<file path="src/xxh64_stream_hash_unit_defines.svh">
// Assertion macros for the XXH64 stream hash unit.
// Taken in by xxh_ctrl, which checks its own control logic.
`ifndef XXH64_STREAM_HASH_UNIT_DEFINES_SVH
`define XXH64_STREAM_HASH_UNIT_DEFINES_SVH
`ifndef SYNTHESIS
`define XXH_ASSERT(name, clk, rstn, prop) \
  name: assert property (@(posedge clk) disable iff (!rstn) prop) \
    else $error("xxh64 check failed");
`define XXH_ASSERT_RST(name, clk, prop) \
  name: assert property (@(posedge clk) prop) else $error("xxh64 reset check failed");
`else
`define XXH_ASSERT(name, clk, rstn, prop)
`define XXH_ASSERT_RST(name, clk, prop)
`endif
`endif

</file>
<file path="src/xxh_pkg.sv">
// Shared types, constants and the microcode table of the XXH64 stream hash unit.
// Used by the controller, the datapath and the top level; depends on nothing.
package xxh_pkg;

  localparam logic [63:0] P1 = 64'h9E3779B185EBCA87;
  localparam logic [63:0] P2 = 64'hC2B2AE3D27D4EB4F;
  localparam logic [63:0] P3 = 64'h165667B19E3779F9;
  localparam logic [63:0] P4 = 64'h85EBCA77C2B2AE63;
  localparam logic [63:0] P5 = 64'h27D4EB2F165667C5;

  localparam logic [63:0] LANE0_INIT = P1 + P2;
  localparam logic [63:0] LANE1_INIT = P2;
  localparam logic [63:0] LANE2_INIT = 64'd0;
  localparam logic [63:0] LANE3_INIT = 64'd0 - P1;

  localparam logic [3:0] FULL_COUNT = 4'd8;

  localparam logic [2:0] K_ZERO = 3'd0;
  localparam logic [2:0] K_P1   = 3'd1;
  localparam logic [2:0] K_P2   = 3'd2;
  localparam logic [2:0] K_P3   = 3'd3;
  localparam logic [2:0] K_P4   = 3'd4;
  localparam logic [2:0] K_P5   = 3'd5;

  localparam logic [2:0] R_31 = 3'd0;
  localparam logic [2:0] R_27 = 3'd1;
  localparam logic [2:0] R_23 = 3'd2;
  localparam logic [2:0] R_11 = 3'd3;

  localparam logic [2:0] S_33 = 3'd0;
  localparam logic [2:0] S_29 = 3'd1;

  localparam logic [3:0] PH_IDLE   = 4'd0;
  localparam logic [3:0] PH_DECIDE = 4'd1;
  localparam logic [3:0] PH_ABSORB = 4'd2;
  localparam logic [3:0] PH_CONV   = 4'd3;
  localparam logic [3:0] PH_MERGE  = 4'd4;
  localparam logic [3:0] PH_HLEN   = 4'd5;
  localparam logic [3:0] PH_TAILW  = 4'd6;
  localparam logic [3:0] PH_TAIL4  = 4'd7;
  localparam logic [3:0] PH_TAILB  = 4'd8;
  localparam logic [3:0] PH_AVAL   = 4'd9;

  typedef enum logic [4:0] {
    OP_NONE,
    OP_CAPTURE,
    OP_BUF_WR,
    OP_LD_WORD,
    OP_LD_LANE,
    OP_LD_PART4,
    OP_LD_BYTE,
    OP_LD_H,
    OP_MUL_LO,
    OP_MUL_HI_A,
    OP_MUL_HI_B,
    OP_LANE_ADD_ROT,
    OP_ROT,
    OP_XSHR,
    OP_XOR_H,
    OP_LANE_ST,
    OP_H_CONV,
    OP_H_LEN,
    OP_H_ADDK,
    OP_OUT
  } op_e;

  typedef struct packed {
    op_e        op;
    logic [2:0] arg;
    logic [1:0] idx;
    logic [2:0] byte_idx;
  } cmd_t;

  typedef struct packed {
    logic       full;
    logic       last;
    logic [1:0] pos;
    logic       seen;
    logic [3:0] pcount;
  } status_t;

  typedef struct packed {
    op_e        op;
    logic [2:0] arg;
    logic       done;
  } uop_t;

  function automatic logic [63:0] rotl64(input logic [63:0] x, input int r);
    return (x << r) | (x >> (64 - r));
  endfunction

  function automatic logic [63:0] kconst(input logic [2:0] sel);
    logic [63:0] k;
    unique case (sel)
      K_P1:    k = P1;
      K_P2:    k = P2;
      K_P3:    k = P3;
      K_P4:    k = P4;
      K_P5:    k = P5;
      default: k = 64'd0;
    endcase
    return k;
  endfunction

  function automatic uop_t mul_u(input logic [3:0] j, input logic [2:0] k);
    uop_t u;
    u.arg  = k;
    u.done = 1'b0;
    unique case (j)
      4'd0:    u.op = OP_MUL_LO;
      4'd1:    u.op = OP_MUL_HI_A;
      default: u.op = OP_MUL_HI_B;
    endcase
    return u;
  endfunction

  function automatic uop_t mk(input op_e op, input logic [2:0] arg, input logic done);
    uop_t u;
    u.op   = op;
    u.arg  = arg;
    u.done = done;
    return u;
  endfunction

  function automatic uop_t ucode(input logic [3:0] phase, input logic [3:0] step);
    uop_t u;
    u = mk(OP_NONE, K_ZERO, 1'b1);
    unique case (phase)
      PH_ABSORB: begin
        unique case (step)
          4'd0:                u = mk(OP_LD_WORD, K_ZERO, 1'b0);
          4'd1, 4'd2, 4'd3:    u = mul_u(step - 4'd1, K_P2);
          4'd4:                u = mk(OP_LANE_ADD_ROT, K_ZERO, 1'b0);
          4'd5, 4'd6, 4'd7:    u = mul_u(step - 4'd5, K_P1);
          default:             u = mk(OP_LANE_ST, K_ZERO, 1'b1);
        endcase
      end
      PH_MERGE: begin
        unique case (step)
          4'd0:                u = mk(OP_LD_LANE, K_ZERO, 1'b0);
          4'd1, 4'd2, 4'd3:    u = mul_u(step - 4'd1, K_P2);
          4'd4:                u = mk(OP_ROT, R_31, 1'b0);
          4'd5, 4'd6, 4'd7:    u = mul_u(step - 4'd5, K_P1);
          4'd8:                u = mk(OP_XOR_H, K_ZERO, 1'b0);
          4'd9, 4'd10, 4'd11:  u = mul_u(step - 4'd9, K_P1);
          default:             u = mk(OP_H_ADDK, K_P4, 1'b1);
        endcase
      end
      PH_TAILW: begin
        unique case (step)
          4'd0:                u = mk(OP_LD_WORD, K_ZERO, 1'b0);
          4'd1, 4'd2, 4'd3:    u = mul_u(step - 4'd1, K_P2);
          4'd4:                u = mk(OP_ROT, R_31, 1'b0);
          4'd5, 4'd6, 4'd7:    u = mul_u(step - 4'd5, K_P1);
          4'd8:                u = mk(OP_XOR_H, K_ZERO, 1'b0);
          4'd9:                u = mk(OP_ROT, R_27, 1'b0);
          4'd10, 4'd11, 4'd12: u = mul_u(step - 4'd10, K_P1);
          default:             u = mk(OP_H_ADDK, K_P4, 1'b1);
        endcase
      end
      PH_TAIL4: begin
        unique case (step)
          4'd0:                u = mk(OP_LD_PART4, K_ZERO, 1'b0);
          4'd1, 4'd2, 4'd3:    u = mul_u(step - 4'd1, K_P1);
          4'd4:                u = mk(OP_XOR_H, K_ZERO, 1'b0);
          4'd5:                u = mk(OP_ROT, R_23, 1'b0);
          4'd6, 4'd7, 4'd8:    u = mul_u(step - 4'd6, K_P2);
          default:             u = mk(OP_H_ADDK, K_P3, 1'b1);
        endcase
      end
      PH_TAILB: begin
        unique case (step)
          4'd0:                u = mk(OP_LD_BYTE, K_ZERO, 1'b0);
          4'd1, 4'd2, 4'd3:    u = mul_u(step - 4'd1, K_P5);
          4'd4:                u = mk(OP_XOR_H, K_ZERO, 1'b0);
          4'd5:                u = mk(OP_ROT, R_11, 1'b0);
          4'd6, 4'd7, 4'd8:    u = mul_u(step - 4'd6, K_P1);
          default:             u = mk(OP_H_ADDK, K_ZERO, 1'b1);
        endcase
      end
      PH_AVAL: begin
        unique case (step)
          4'd0:                u = mk(OP_LD_H, K_ZERO, 1'b0);
          4'd1:                u = mk(OP_XSHR, S_33, 1'b0);
          4'd2, 4'd3, 4'd4:    u = mul_u(step - 4'd2, K_P2);
          4'd5:                u = mk(OP_XSHR, S_29, 1'b0);
          4'd6, 4'd7, 4'd8:    u = mul_u(step - 4'd6, K_P3);
          default:             u = mk(OP_OUT, K_ZERO, 1'b1);
        endcase
      end
      PH_CONV:   u = mk(OP_H_CONV, K_ZERO, 1'b1);
      PH_HLEN:   u = mk(OP_H_LEN, K_ZERO, 1'b1);
      default:   u = mk(OP_NONE, K_ZERO, 1'b1);
    endcase
    return u;
  endfunction

endpackage

</file>
<file path="src/xxh_ctrl.sv">
// Controller of the XXH64 stream hash unit: phase state machine, microcode stepping
// and the output valid flag. Uses xxh_pkg and the assertion macros.
`include "xxh64_stream_hash_unit_defines.svh"
module xxh_ctrl import xxh_pkg::*; (
  input  logic    clk_i,
  input  logic    rst_ni,
  input  logic    in_valid_i,
  output logic    in_stall_o,
  output logic    out_valid_o,
  input  logic    out_stall_i,
  input  status_t status_i,
  output cmd_t    cmd_o
);

  logic [3:0] state_q, state_d;
  logic [3:0] step_q, step_d;
  logic [1:0] idx_q, idx_d;
  logic [2:0] byte_q, byte_d;
  logic       out_valid_q, out_valid_d;
  logic       advance;
  uop_t       u;

  assign u       = ucode(state_q, step_q);
  assign advance = !((u.op == OP_OUT) && out_valid_q && out_stall_i);

  always_comb begin
    state_d          = state_q;
    step_d           = step_q;
    idx_d            = idx_q;
    byte_d           = byte_q;
    cmd_o.op         = OP_NONE;
    cmd_o.arg        = u.arg;
    cmd_o.idx        = idx_q;
    cmd_o.byte_idx   = byte_q;
    unique case (state_q)
      PH_IDLE: begin
        if (in_valid_i) begin
          cmd_o.op = OP_CAPTURE;
          state_d  = PH_DECIDE;
        end
      end
      PH_DECIDE: begin
        step_d = 4'd0;
        idx_d  = 2'd0;
        if (status_i.full && (status_i.pos == 2'd3)) begin
          state_d = PH_ABSORB;
        end else if (status_i.full) begin
          cmd_o.op = OP_BUF_WR;
          state_d  = status_i.last ? PH_CONV : PH_IDLE;
        end else begin
          state_d = PH_CONV;
        end
      end
      default: begin
        if (advance) begin
          cmd_o.op = u.op;
          if (!u.done) begin
            step_d = step_q + 4'd1;
          end else begin
            step_d = 4'd0;
            unique case (state_q)
              PH_ABSORB: begin
                if (idx_q == 2'd3) begin
                  state_d = status_i.last ? PH_CONV : PH_IDLE;
                end else begin
                  idx_d = idx_q + 2'd1;
                end
              end
              PH_CONV: begin
                idx_d   = 2'd0;
                state_d = status_i.seen ? PH_MERGE : PH_HLEN;
              end
              PH_MERGE: begin
                if (idx_q == 2'd3) begin
                  state_d = PH_HLEN;
                end else begin
                  idx_d = idx_q + 2'd1;
                end
              end
              PH_HLEN, PH_TAILW: begin
                if ((state_q == PH_HLEN) && (status_i.pos != 2'd0)) begin
                  idx_d   = 2'd0;
                  state_d = PH_TAILW;
                end else if ((state_q == PH_TAILW) &&
                             ({1'b0, idx_q} + 3'd1 < {1'b0, status_i.pos})) begin
                  idx_d = idx_q + 2'd1;
                end else if (status_i.pcount >= 4'd4) begin
                  state_d = PH_TAIL4;
                end else if (status_i.pcount != 4'd0) begin
                  byte_d  = 3'd0;
                  state_d = PH_TAILB;
                end else begin
                  state_d = PH_AVAL;
                end
              end
              PH_TAIL4: begin
                byte_d  = 3'd4;
                state_d = (status_i.pcount > 4'd4) ? PH_TAILB : PH_AVAL;
              end
              PH_TAILB: begin
                if ({1'b0, byte_q} + 4'd1 < status_i.pcount) begin
                  byte_d = byte_q + 3'd1;
                end else begin
                  state_d = PH_AVAL;
                end
              end
              default: state_d = PH_IDLE;
            endcase
          end
        end
      end
    endcase
  end

  always_comb begin
    out_valid_d = out_valid_q && out_stall_i;
    if (cmd_o.op == OP_OUT) begin
      out_valid_d = 1'b1;
    end
  end

  always_ff @(posedge clk_i or negedge rst_ni) begin
    if (!rst_ni) begin
      state_q     <= PH_IDLE;
      step_q      <= 4'd0;
      idx_q       <= 2'd0;
      byte_q      <= 3'd0;
      out_valid_q <= 1'b0;
    end else begin
      state_q     <= state_d;
      step_q      <= step_d;
      idx_q       <= idx_d;
      byte_q      <= byte_d;
      out_valid_q <= out_valid_d;
    end
  end

  assign in_stall_o  = (state_q != PH_IDLE);
  assign out_valid_o = out_valid_q;

  `XXH_ASSERT(a_out_slot_free, clk_i, rst_ni, (cmd_o.op == OP_OUT) |-> (!out_valid_q || !out_stall_i))
  `XXH_ASSERT(a_tail_word_in_buffer, clk_i, rst_ni, (state_q == PH_TAILW) |-> ({1'b0, idx_q} < {1'b0, status_i.pos}))
  `XXH_ASSERT(a_tail_byte_in_count, clk_i, rst_ni, (state_q == PH_TAILB) |-> ({1'b0, byte_q} < status_i.pcount))
  `XXH_ASSERT(a_result_after_finish, clk_i, rst_ni, $rose(out_valid_q) |-> ($past(state_q) == PH_AVAL))

endmodule
</file>
<file path="config.mk">
export PLATFORM = sky130hd
export DESIGN_NAME = xxh_ctrl
export DESIGN_NICKNAME = d
export VERILOG_FILES = /design/src/xxh_pkg.sv /design/src/xxh_ctrl.sv
export VERILOG_INCLUDE_DIRS = /design/src /design/src/src
export SDC_FILE = /design/constraint.sdc
export NUM_CORES = 1
export LEC_CHECK = 0
export BUFFER_PORTS_ARGS = -buffer_cell sky130_fd_sc_hd__buf_4
export CORE_MARGIN = 2
export CORE_UTILIZATION = 30
export CTS_CLUSTER_DIAMETER = 100
export CTS_CLUSTER_SIZE = 40
export DETAILED_ROUTE_END_ITERATION = 16
export PLACE_DENSITY = 0.53
export SYNTH_ARGS = -nofsm -noshare
export SYNTH_HDL_FRONTEND = slang
export SYNTH_SLANG_ARGS = --single-unit
</file>
<file path="constraint.sdc">
create_clock -name clk_i -period 3.32 [get_ports clk_i]
set_clock_uncertainty 0.1 [all_clocks]
set_input_delay 0 -clock clk_i [delete_from_list [all_inputs] [get_ports clk_i]]
set_output_delay 0 -clock clk_i [all_outputs]
set_load 0.01 [all_outputs]
</file>
### After elaboration in Yosys (flattened, before gate mapping)

Index checks and enable logic that the tools add are counted.

* $add $sub $neg: 11
* magnitude comparators: 4
* equal/unequal tests: 45
* muxes and demuxes: 52
* bitwise logic cells: 3
* reduce and logical (&&, ||, !) cells: 34

Operators with widths (count)
* 9-bit one-hot mux with 5 select lines: 3
* 9-bit one-hot mux with 8 select lines: 1
* 9-bit one-hot mux with 7 select lines: 1
* 9-bit one-hot mux with 6 select lines: 1
* 4-bit two-way mux: 11
* 4-bit by 1-bit == test with 1-bit output, second input constant: 8
* 4-bit by 3-bit == test with 1-bit output, second input constant: 8
* 4-bit logical NOT: 8
* 8-bit one-hot mux with 4 select lines: 1
* 4-bit == test, second input constant: 7
* 2-bit one-hot mux with 2 select lines: 7
* 4-bit one-hot mux with 6 select lines: 1
* 2-bit two-way mux: 10
* 3-bit OR reduction: 6
* 4-bit by 2-bit == test with 1-bit output, second input constant: 4
* 4-bit one-hot mux with 2 select lines: 2
* 3-bit two-way mux: 5
* 2-bit != test, second input constant: 6
* 4-bit != test, second input constant: 3
* 4-bit nonzero test: 3
* 5-bit == test, second input constant: 2
* 5-bit one-hot mux with 2 select lines: 1
* 3-bit one-hot mux with 3 select lines: 1
* 9-bit AND reduction: 1
* 30 further kinds: 48

* flip-flop bits (word level): 14
* word-level logic and storage cells: 154

### Depth between registers and ports, before layout

Gate-level depths: netlist (run 1).

* depth in word-level cells: 12
* gate-level depth with buffers: 12
* mapped depth without buffers: 9

### Least setup slack after synthesis (run 1)

Ideal clock, no wire load.

* kind: register to register
* from: register step_q[2]
* to: register state_q[1]
* setup time: 0.128 ns
* arrival time: 2.655 ns
* data required time: 3.092 ns
* setup slack: 0.437 ns
* cell stages (with the launch flop): 13
* path through: dfrtp_1 -> buf_6 -> clkbuf_1 -> inv_1 -> ha_1 -> nand2b_4 -> buf_8 -> a31oi_4 -> o21a_4 -> o211ai_4 -> nand2_4 -> nor3_4 -> mux2_1

* cells in the longest elaborated chain, start to end: 10
* elaborated cells on any way between the ends: 56
* those cells by class: 6 x add/sub; 20 x eq/ne; 13 x mux; 17 x reduce/logical

Ends and longest elaborated chain
* from (decl): RTL line xxh_ctrl.sv:16 `logic [3:0] step_q, step_d;`
* from (signal assigned): RTL line xxh_ctrl.sv:131 `step_q <= step_d;`
* 4-bit subtractor, or another cell as far along: RTL line xxh_pkg.sv:157 `4'd10, 4'd11, 4'd12: u = mul_u(step - 4'd10, K_P1);`
* 4-bit by 1-bit == test with 1-bit output or 4-bit logical NOT (tied branches): RTL line xxh_pkg.sv:109 `unique case (j)`
* 2-bit one-hot mux with 2 select lines: RTL line xxh_pkg.sv:109
* 9-bit one-hot mux with 7 select lines, or another cell as far along: RTL line xxh_pkg.sv:150 `unique case (step)`
* 9-bit one-hot mux with 8 select lines *: RTL line xxh_pkg.sv:128 `unique case (phase)`
* 5-bit == test: RTL line xxh_ctrl.sv:24 `assign advance = !((u.op == OP_OUT) && out_valid_q && out_stall_i);`
* 1-bit logical AND (2 in series): RTL line xxh_ctrl.sv:24
* 3-bit by 1-bit != test with 1-bit output (no source line)
* 7-bit AND reduction (no source line) *
* to (signal assigned): RTL line xxh_ctrl.sv:130 `state_q <= state_d;`
* to (decl): RTL line xxh_ctrl.sv:15 `logic [3:0] state_q, state_d;`

Every way passes the cells marked *; elsewhere a longest branch is shown, timed or not.
A chain may end at the register's enable or synchronous reset.

==> impl_metrics.json, run 1 <==
{
  "nFillCells": 834,
  "yosysMostFrequentCell": "o21ai_0",
  "endpoint_kind": "primary output",
  "drive_gt1_share_pct": 20.8,
  "ys_seq_elements": 14,
  "fp-row-count": 32,
  "multiInputGateArea_um2": 1890,
  "critPathLaunchType": "flip-flop",
  "gp_congestion": 0.951,
  "synth.top_cell.area_share_pct": 14.4,
  "ys_seq_area_share_pct": 14.4,
  "drc_errors": 0,
  "cpMaxStageDelayCell": "nor3b_1",
  "avgViaCountPerCell": 5.84,
  "critPathMaxStageDelay_ps": 450,
  "post-route-period-util_pct": 92.3,
  "cts_made_buffers": 3,
  "cp.arrival_ps": 2960,
  "die_w_um": 94.0,
  "routed.top_layer": "met4",
  "track_usage_pct": 17.6,
  "top_level_ports": 28,
  "start_util_pct": 31.2,
  "status": "finished, final reports clean",
  "port-buffer-count": 27,
  "power_density_nw_per_um2": 949,
  "firstDrtPassIters": 5,
  "rsz0062_at_grt": "false",
  "tritoncts": "done",
  "ir_drop_mv": 0.392,
  "diodes": 0,
  "clk_pin_slew_ps": 60,
  "crit_required_ps": 3220,
  "clock_path_buffers": 2,
  "placed_cells": 432,
  "core_area_um2": 7770,
  "antenna_left": 0,
  "tightest_slew_ps": 605,
  "insertion_delay_ps": 250,
  "grt_max_degree": 26,
  "fin_crit_ps": 3060,
  "h-tree-depth": 1,
  "synth_area_leader_cell": "dfrtp_1",
  "min_path_type": "in -> reg",
  "die_y_um": 94.0,
  "cts_sinks": 14,
  "wl_per_cell_um": 17.4,
  "synth_nets": 342,
  "leakage_nw": 1.15,
  "register_area_um2": 350,
  "synth_common_cells": "o21ai_0 (26), nand2_1 (24), nor2_1 (24), a21oi_1 (21), ha_1 (15)",
  "dieArea_um2": 8830,
  "finalNetCount": 366,
  "root_buffer": "clkbuf_8",
  "synth_async_sr_flop_share_pct": 100,
  "yosys_warnings": 0,
  "syn_inst": 313,
  "critical_path_class": "reg -> out",
  "crit_chain": "inv_1 > ha_1 > a21boi_0 > and3b_1 > a211oi_1 > o22ai_1 > nor3b_1 > o31ai_1 > nand2_1 > buf_4",
  "wl_met3_um": 446,
  "routed_wl_mm": 7.62,
  "grt_pass1_vias": 2372,
  "maxCapViolations": 0,
  "vias": 2556,
  "grt-ovfl-total": 0,
  "route.met2.wl_mm": 3.38,
  "hold_viol": 0,
  "drtIter0Drc": 247,
  "max_slew_margin_pct": 59.3,
  "dpl.hpwl_mm": 5.91,
  "instances_no_fill": 438,
  "synth_edf_count": 0,
  "ys_top_cells_by_area": "dfrtp_1 (14%), ha_1 (7.7%), o21ai_0 (5.4%)",
  "timing.fmax_ghz": 0.327,
  "avgSynthCellArea_um2": 7.76,
  "antenna_found_initial": 0,
  "drv_slew": 0,
  "setup_tns_ps": 0,
  "setup_viol": 0,
  "m1WireLength_mm": 3.65,
  "path_max_fanout": 6,
  "grt_pass1_wl_mm": 12.5,
  "syn_area_um2": 2430,
  "synth_ff_type": "dfrtp_1",
  "syn2layout_area_growth_pct": 14.5,
  "yosysUniqueCellTypes": 84
}
==> registers in the layout (all words and copies together), names as in the netlist <==
signal / cells
state_q: 4
step_q: 4
byte_q: 3
idx_q: 2
out_valid_o: 1
==> cell type report <==
cell class,count,area share (%)
clock buffers,4,1.98
flip-flops and latches,14,12.6
multi-input cells,265,68.1
inverters,13,1.76
well taps,102,4.59
repair buffers,40,11.0
==> placed cells by master, fill, tap and decap left out, drive strengths merged, types with 4 or more instances in the layout <==
cell	synthesis	final
a211o	4	4
a211oi	8	8
a21oi	22	22
a31oi	6	6
a32o	4	4
and2	4	4
and2b	4	4
buf	19	38
clkbuf	2	4
dfrtp	14	14
ha	15	15
inv	13	13
nand2	26	26
nand2b	11	11
nand3	8	8
nor2	27	27
nor2b	5	5
nor3	12	12
o2111ai	4	4
o21a	4	4
o21ai	30	30
o22ai	5	5
o31ai	8	8
==> worst paths after layout <==
kind,start,slack (ps),endpoint,depth (start not counted)
max in group asynchronous,rst_ni,2890,byte_q[2]$_DFFE_PN0P_,2
max,step_q[1]$_DFFE_PN0P_,260,cmd_o[9],10
min reg2reg,out_valid_o$_DFF_PN0_,430,out_valid_o$_DFF_PN0_,1
min in group asynchronous,rst_ni,50,state_q[3]$_DFFE_PN0P_,2
max reg2reg,step_q[0]$_DFFE_PN0P_,320,state_q[1]$_DFFE_PN0P_,9
min,status_i[8],30,state_q[0]$_DFFE_PN0P_,3
==> metal layers <==
layer / track usage (%) / vias to the layer above
met3: 3.77 / 13
met4: 4.23 / 0
met2: 26.1 / 94
li1: - / 1237
met5: 0 / -
met1: 25.8 / 1212
==> through the flow <==
step / total power, mW / instance area (µm²) / util (%) / setup slack, ps / hold slack [ps]
2_1_floorplan: 1.90 / 2430 / - / 437 / -396
5_1_grt: 2.86 / 2780 / 35.8 / 18.3 / 29.4
4_1_cts: 2.60 / 2770 / 35.7 / 35.4 / 19.6
3_5_place_dp: 2.42 / 2700 / 34.7 / 326 / -232
6_report: 2.64 / 2780 / 35.8 / 257 / 28.6
3_3_place_gp: 2.43 / 2700 / 34.7 / 329 / -232
==> cells by family (layout without fill, tap and decap cells) <==
group / count (synthesis) / in the layout / synth area share, %
AOI/OAI and AO/OA: 123 / 123 / 37.7
and+or+nand+nor: 121 / 121 / 29.4
buffers and inverters: 34 / 57 / 7.94
adders and majority gates: 16 / 16 / 8.56
DFF: 14 / 14 / 14.4
xor gates and xnor gates: 3 / 3 / 1.08
muxes: 2 / 2 / 0.876
==> critical path: cells and delay by family, from the launching register on <==
kind            cells  cell delay (ps)
compound gates      4              900
simple gates        3              830
flops               1              440
buf+inv             2              310
fa+ha+maj           1              240
==> where the power goes <==
part / switching [mW] / internal (mW)
clock network: 0.0637 / 0.105
logic: 1.23 / 0.861
registers: 0.152 / 0.225
total: 1.44 / 1.19
==> what timing repair did <==
| item | CTS | global route |
|---|---|---|
| endpoints found under the setup margin | 0 | 2 |
| gates resized for setup | 0 | 2 |
| endpoints found under the hold margin | 15 | 0 |
| hold buffers | 2 | 0 |
| setup buffers | 0 | 0 |
Power figures use the tool's default switching activity.
==> run 2, diff against run 1 <==
- BUFFER_PORTS_ARGS: -buffer_cell sky130_fd_sc_hd__buf_4 -> -buffer_cell sky130_fd_sc_hd__buf_2
==> run 2 against run 1 <==
  * Hold slack worse by 21 ps
  * Critical path type unchanged
  * Combinational power down 3%
  * Wire length down 1.1%
  * Sequential power down 3%
  * Utilization down 1.1 points
  * Register-to-register slack better by 30 ps
  * Critical path depth unchanged
  * Final cell count down 0.23%
  * Total power down 3.7%
  * Via count down 1.1%
  * Critical endpoint unchanged
  * Cell area down 3.1%
==> impl_metrics.json, run 2 (synthesis results as in run 1) <==
{
  "status": "finished, final reports clean",
  "drive_gt1_share_pct": 20.3,
  "tightest_slew_ps": 583,
  "grt_pass1_vias": 2364,
  "grt_max_degree": 26,
  "ir_drop_mv": 0.374,
  "max_slew_margin_pct": 60.8,
  "final_cell_mix": "buf_2 (27), o21ai_0 (26), nor2_1 (24), nand2_1 (24), a21oi_1 (21)",
  "drc_errors": 0,
  "min_path_type": "in -> reg",
  "die_w_um": 94.0,
  "post-route-period-util_pct": 93.4,
  "antenna_left": 0,
  "fin_util_pct": 34.7,
  "crit_start": "step_q[1]$_DFFE_PN0P_",
  "r2r_cells": 9,
  "dpl.hpwl_mm": 5.84,
  "setup_viol": 0,
  "crit_required_ps": 3220,
  "dieArea_um2": 8830,
  "setup_tns_ps": 0,
  "tritoncts": "done",
  "detailed_place.area_um2": 2630,
  "cts_sinks": 14,
  "drv_slew": 0,
  "vias": 2529,
  "fp-row-count": 32,
  "power_density_nw_per_um2": 943,
  "reg2reg_from": "step_q[0]$_DFFE_PN0P_",
  "antenna_found_initial": 0,
  "critPathLaunchType": "flip-flop",
  "endpoint": "cmd_o[9]",
  "track_usage_pct": 17.6,
  "endpoint_kind": "primary output",
  "grt-ovfl-total": 0,
  "h-tree-depth": 1,
  "timing.fmax_ghz": 0.323,
  "r2r-end": "state_q[1]$_DFFE_PN0P_",
  "clock_path_buffers": 2,
  "leakage_nw": 1.13,
  "design_area_um2": 2690,
  "gp_congestion": 0.959,
  "root_buffer": "clkbuf_8",
  "firstDrtPassIters": 5,
  "diodes": 0,
  "grt_pass1_wl_mm": 12.4,
  "top_level_ports": 28,
  "core_area_um2": 7770,
  "syn2layout_area_growth_pct": 10.9,
  "start_util_pct": 31.2,
  "reg2reg_slack_ps": 350,
  "avgViaCountPerCell": 5.79,
  "die_y_um": 94.0,
  "port-buffer-count": 27,
  "insertion_delay_ps": 250,
  "critical_path_class": "reg -> out",
  "path_max_fanout": 13,
  "routed_wl_mm": 7.54,
  "top_regs": "state_q x4, step_q x4, byte_q x3",
  "cts_made_buffers": 3,
  "layout_commonest_cell": "buf_2",
  "maxCapViolations": 0,
  "fin_crit_ps": 3100,
  "drtIter0Drc": 259,
  "finalNetCount": 366,
  "rsz0062_at_grt": "false",
  "clk_pin_slew_ps": 60,
  "cp.arrival_ps": 3000,
  "wl_per_cell_um": 17.3,
  "hold_viol": 0,
  "power_mw": 2.54
}
run 2: power by group:
part	internal (mW)	switching (mW)	leakage, nW	total, mW
Clock	0.0803	0.0618	0.0216	0.142
Combinational	0.817	1.21	0.926	2.03
Sequential	0.226	0.141	0.186	0.367
run 2: worst min-delay path by stage:
stage	slack, ps	cells past startpoint	endpoint	startpoint
2_1_floorplan	-400	0	byte_q[0]$_DFFE_PN0P_	rst_ni
3_3_place_gp	-170	1	byte_q[0]$_DFFE_PN0P_	rst_ni
3_5_place_dp	-170	1	byte_q[0]$_DFFE_PN0P_	rst_ni
4_1_cts	5	3	state_q[0]$_DFFE_PN0P_	status_i[8]
5_1_grt	30	3	state_q[0]$_DFFE_PN0P_	status_i[8]
6_report	7	3	state_q[0]$_DFFE_PN0P_	status_i[8]
run 2: worst max-delay path, cell delays in order (launching register included):
cell and delay [ps]:
dfrtp_1 440, inv_1 200, ha_2 390, nand3b_1 210, a2111oi_1 580, a211oi_1 100, o2111ai_1 210, nor3b_1 110
o31ai_1 280, nand2_1 80, buf_2 140
run 2: layout make-up:
cell class              instances  area [µm²]
fillers                       857        5070
repair buffers                 40         238
multi-input cells             265        1890
flip-flops and latches         14         350
clock buffers                   3        41.3
well taps                     102         128
inverters                      13        48.8
run 2: timing repair:
action	CTS	global route
setup buffers	0	0
setup endpoints to repair	0	2
hold endpoints to repair	15	0
hold buffers	2	0
gates resized for setup	0	1
run 2: metrics by stage:
step / hold slack (ps) / instances / setup WS (ps)
after CTS: 4.82 / 437 / 99.5
after global placement: -172 / 432 / 403
after detailed placement: -172 / 432 / 373
after global routing: 33.4 / 437 / 7.86
final: 7.13 / 437 / 220
after floorplan: -396 / 313 / 437
run 2: per-layer routing:
layer | share of wire (%) | global-route usage [%]
met1 | 47 | 25.7
met3 | 6.7 | 3.61
met2 | 43 | 25.8
met5 | 0 | 0
met4 | 3.1 | 5.43
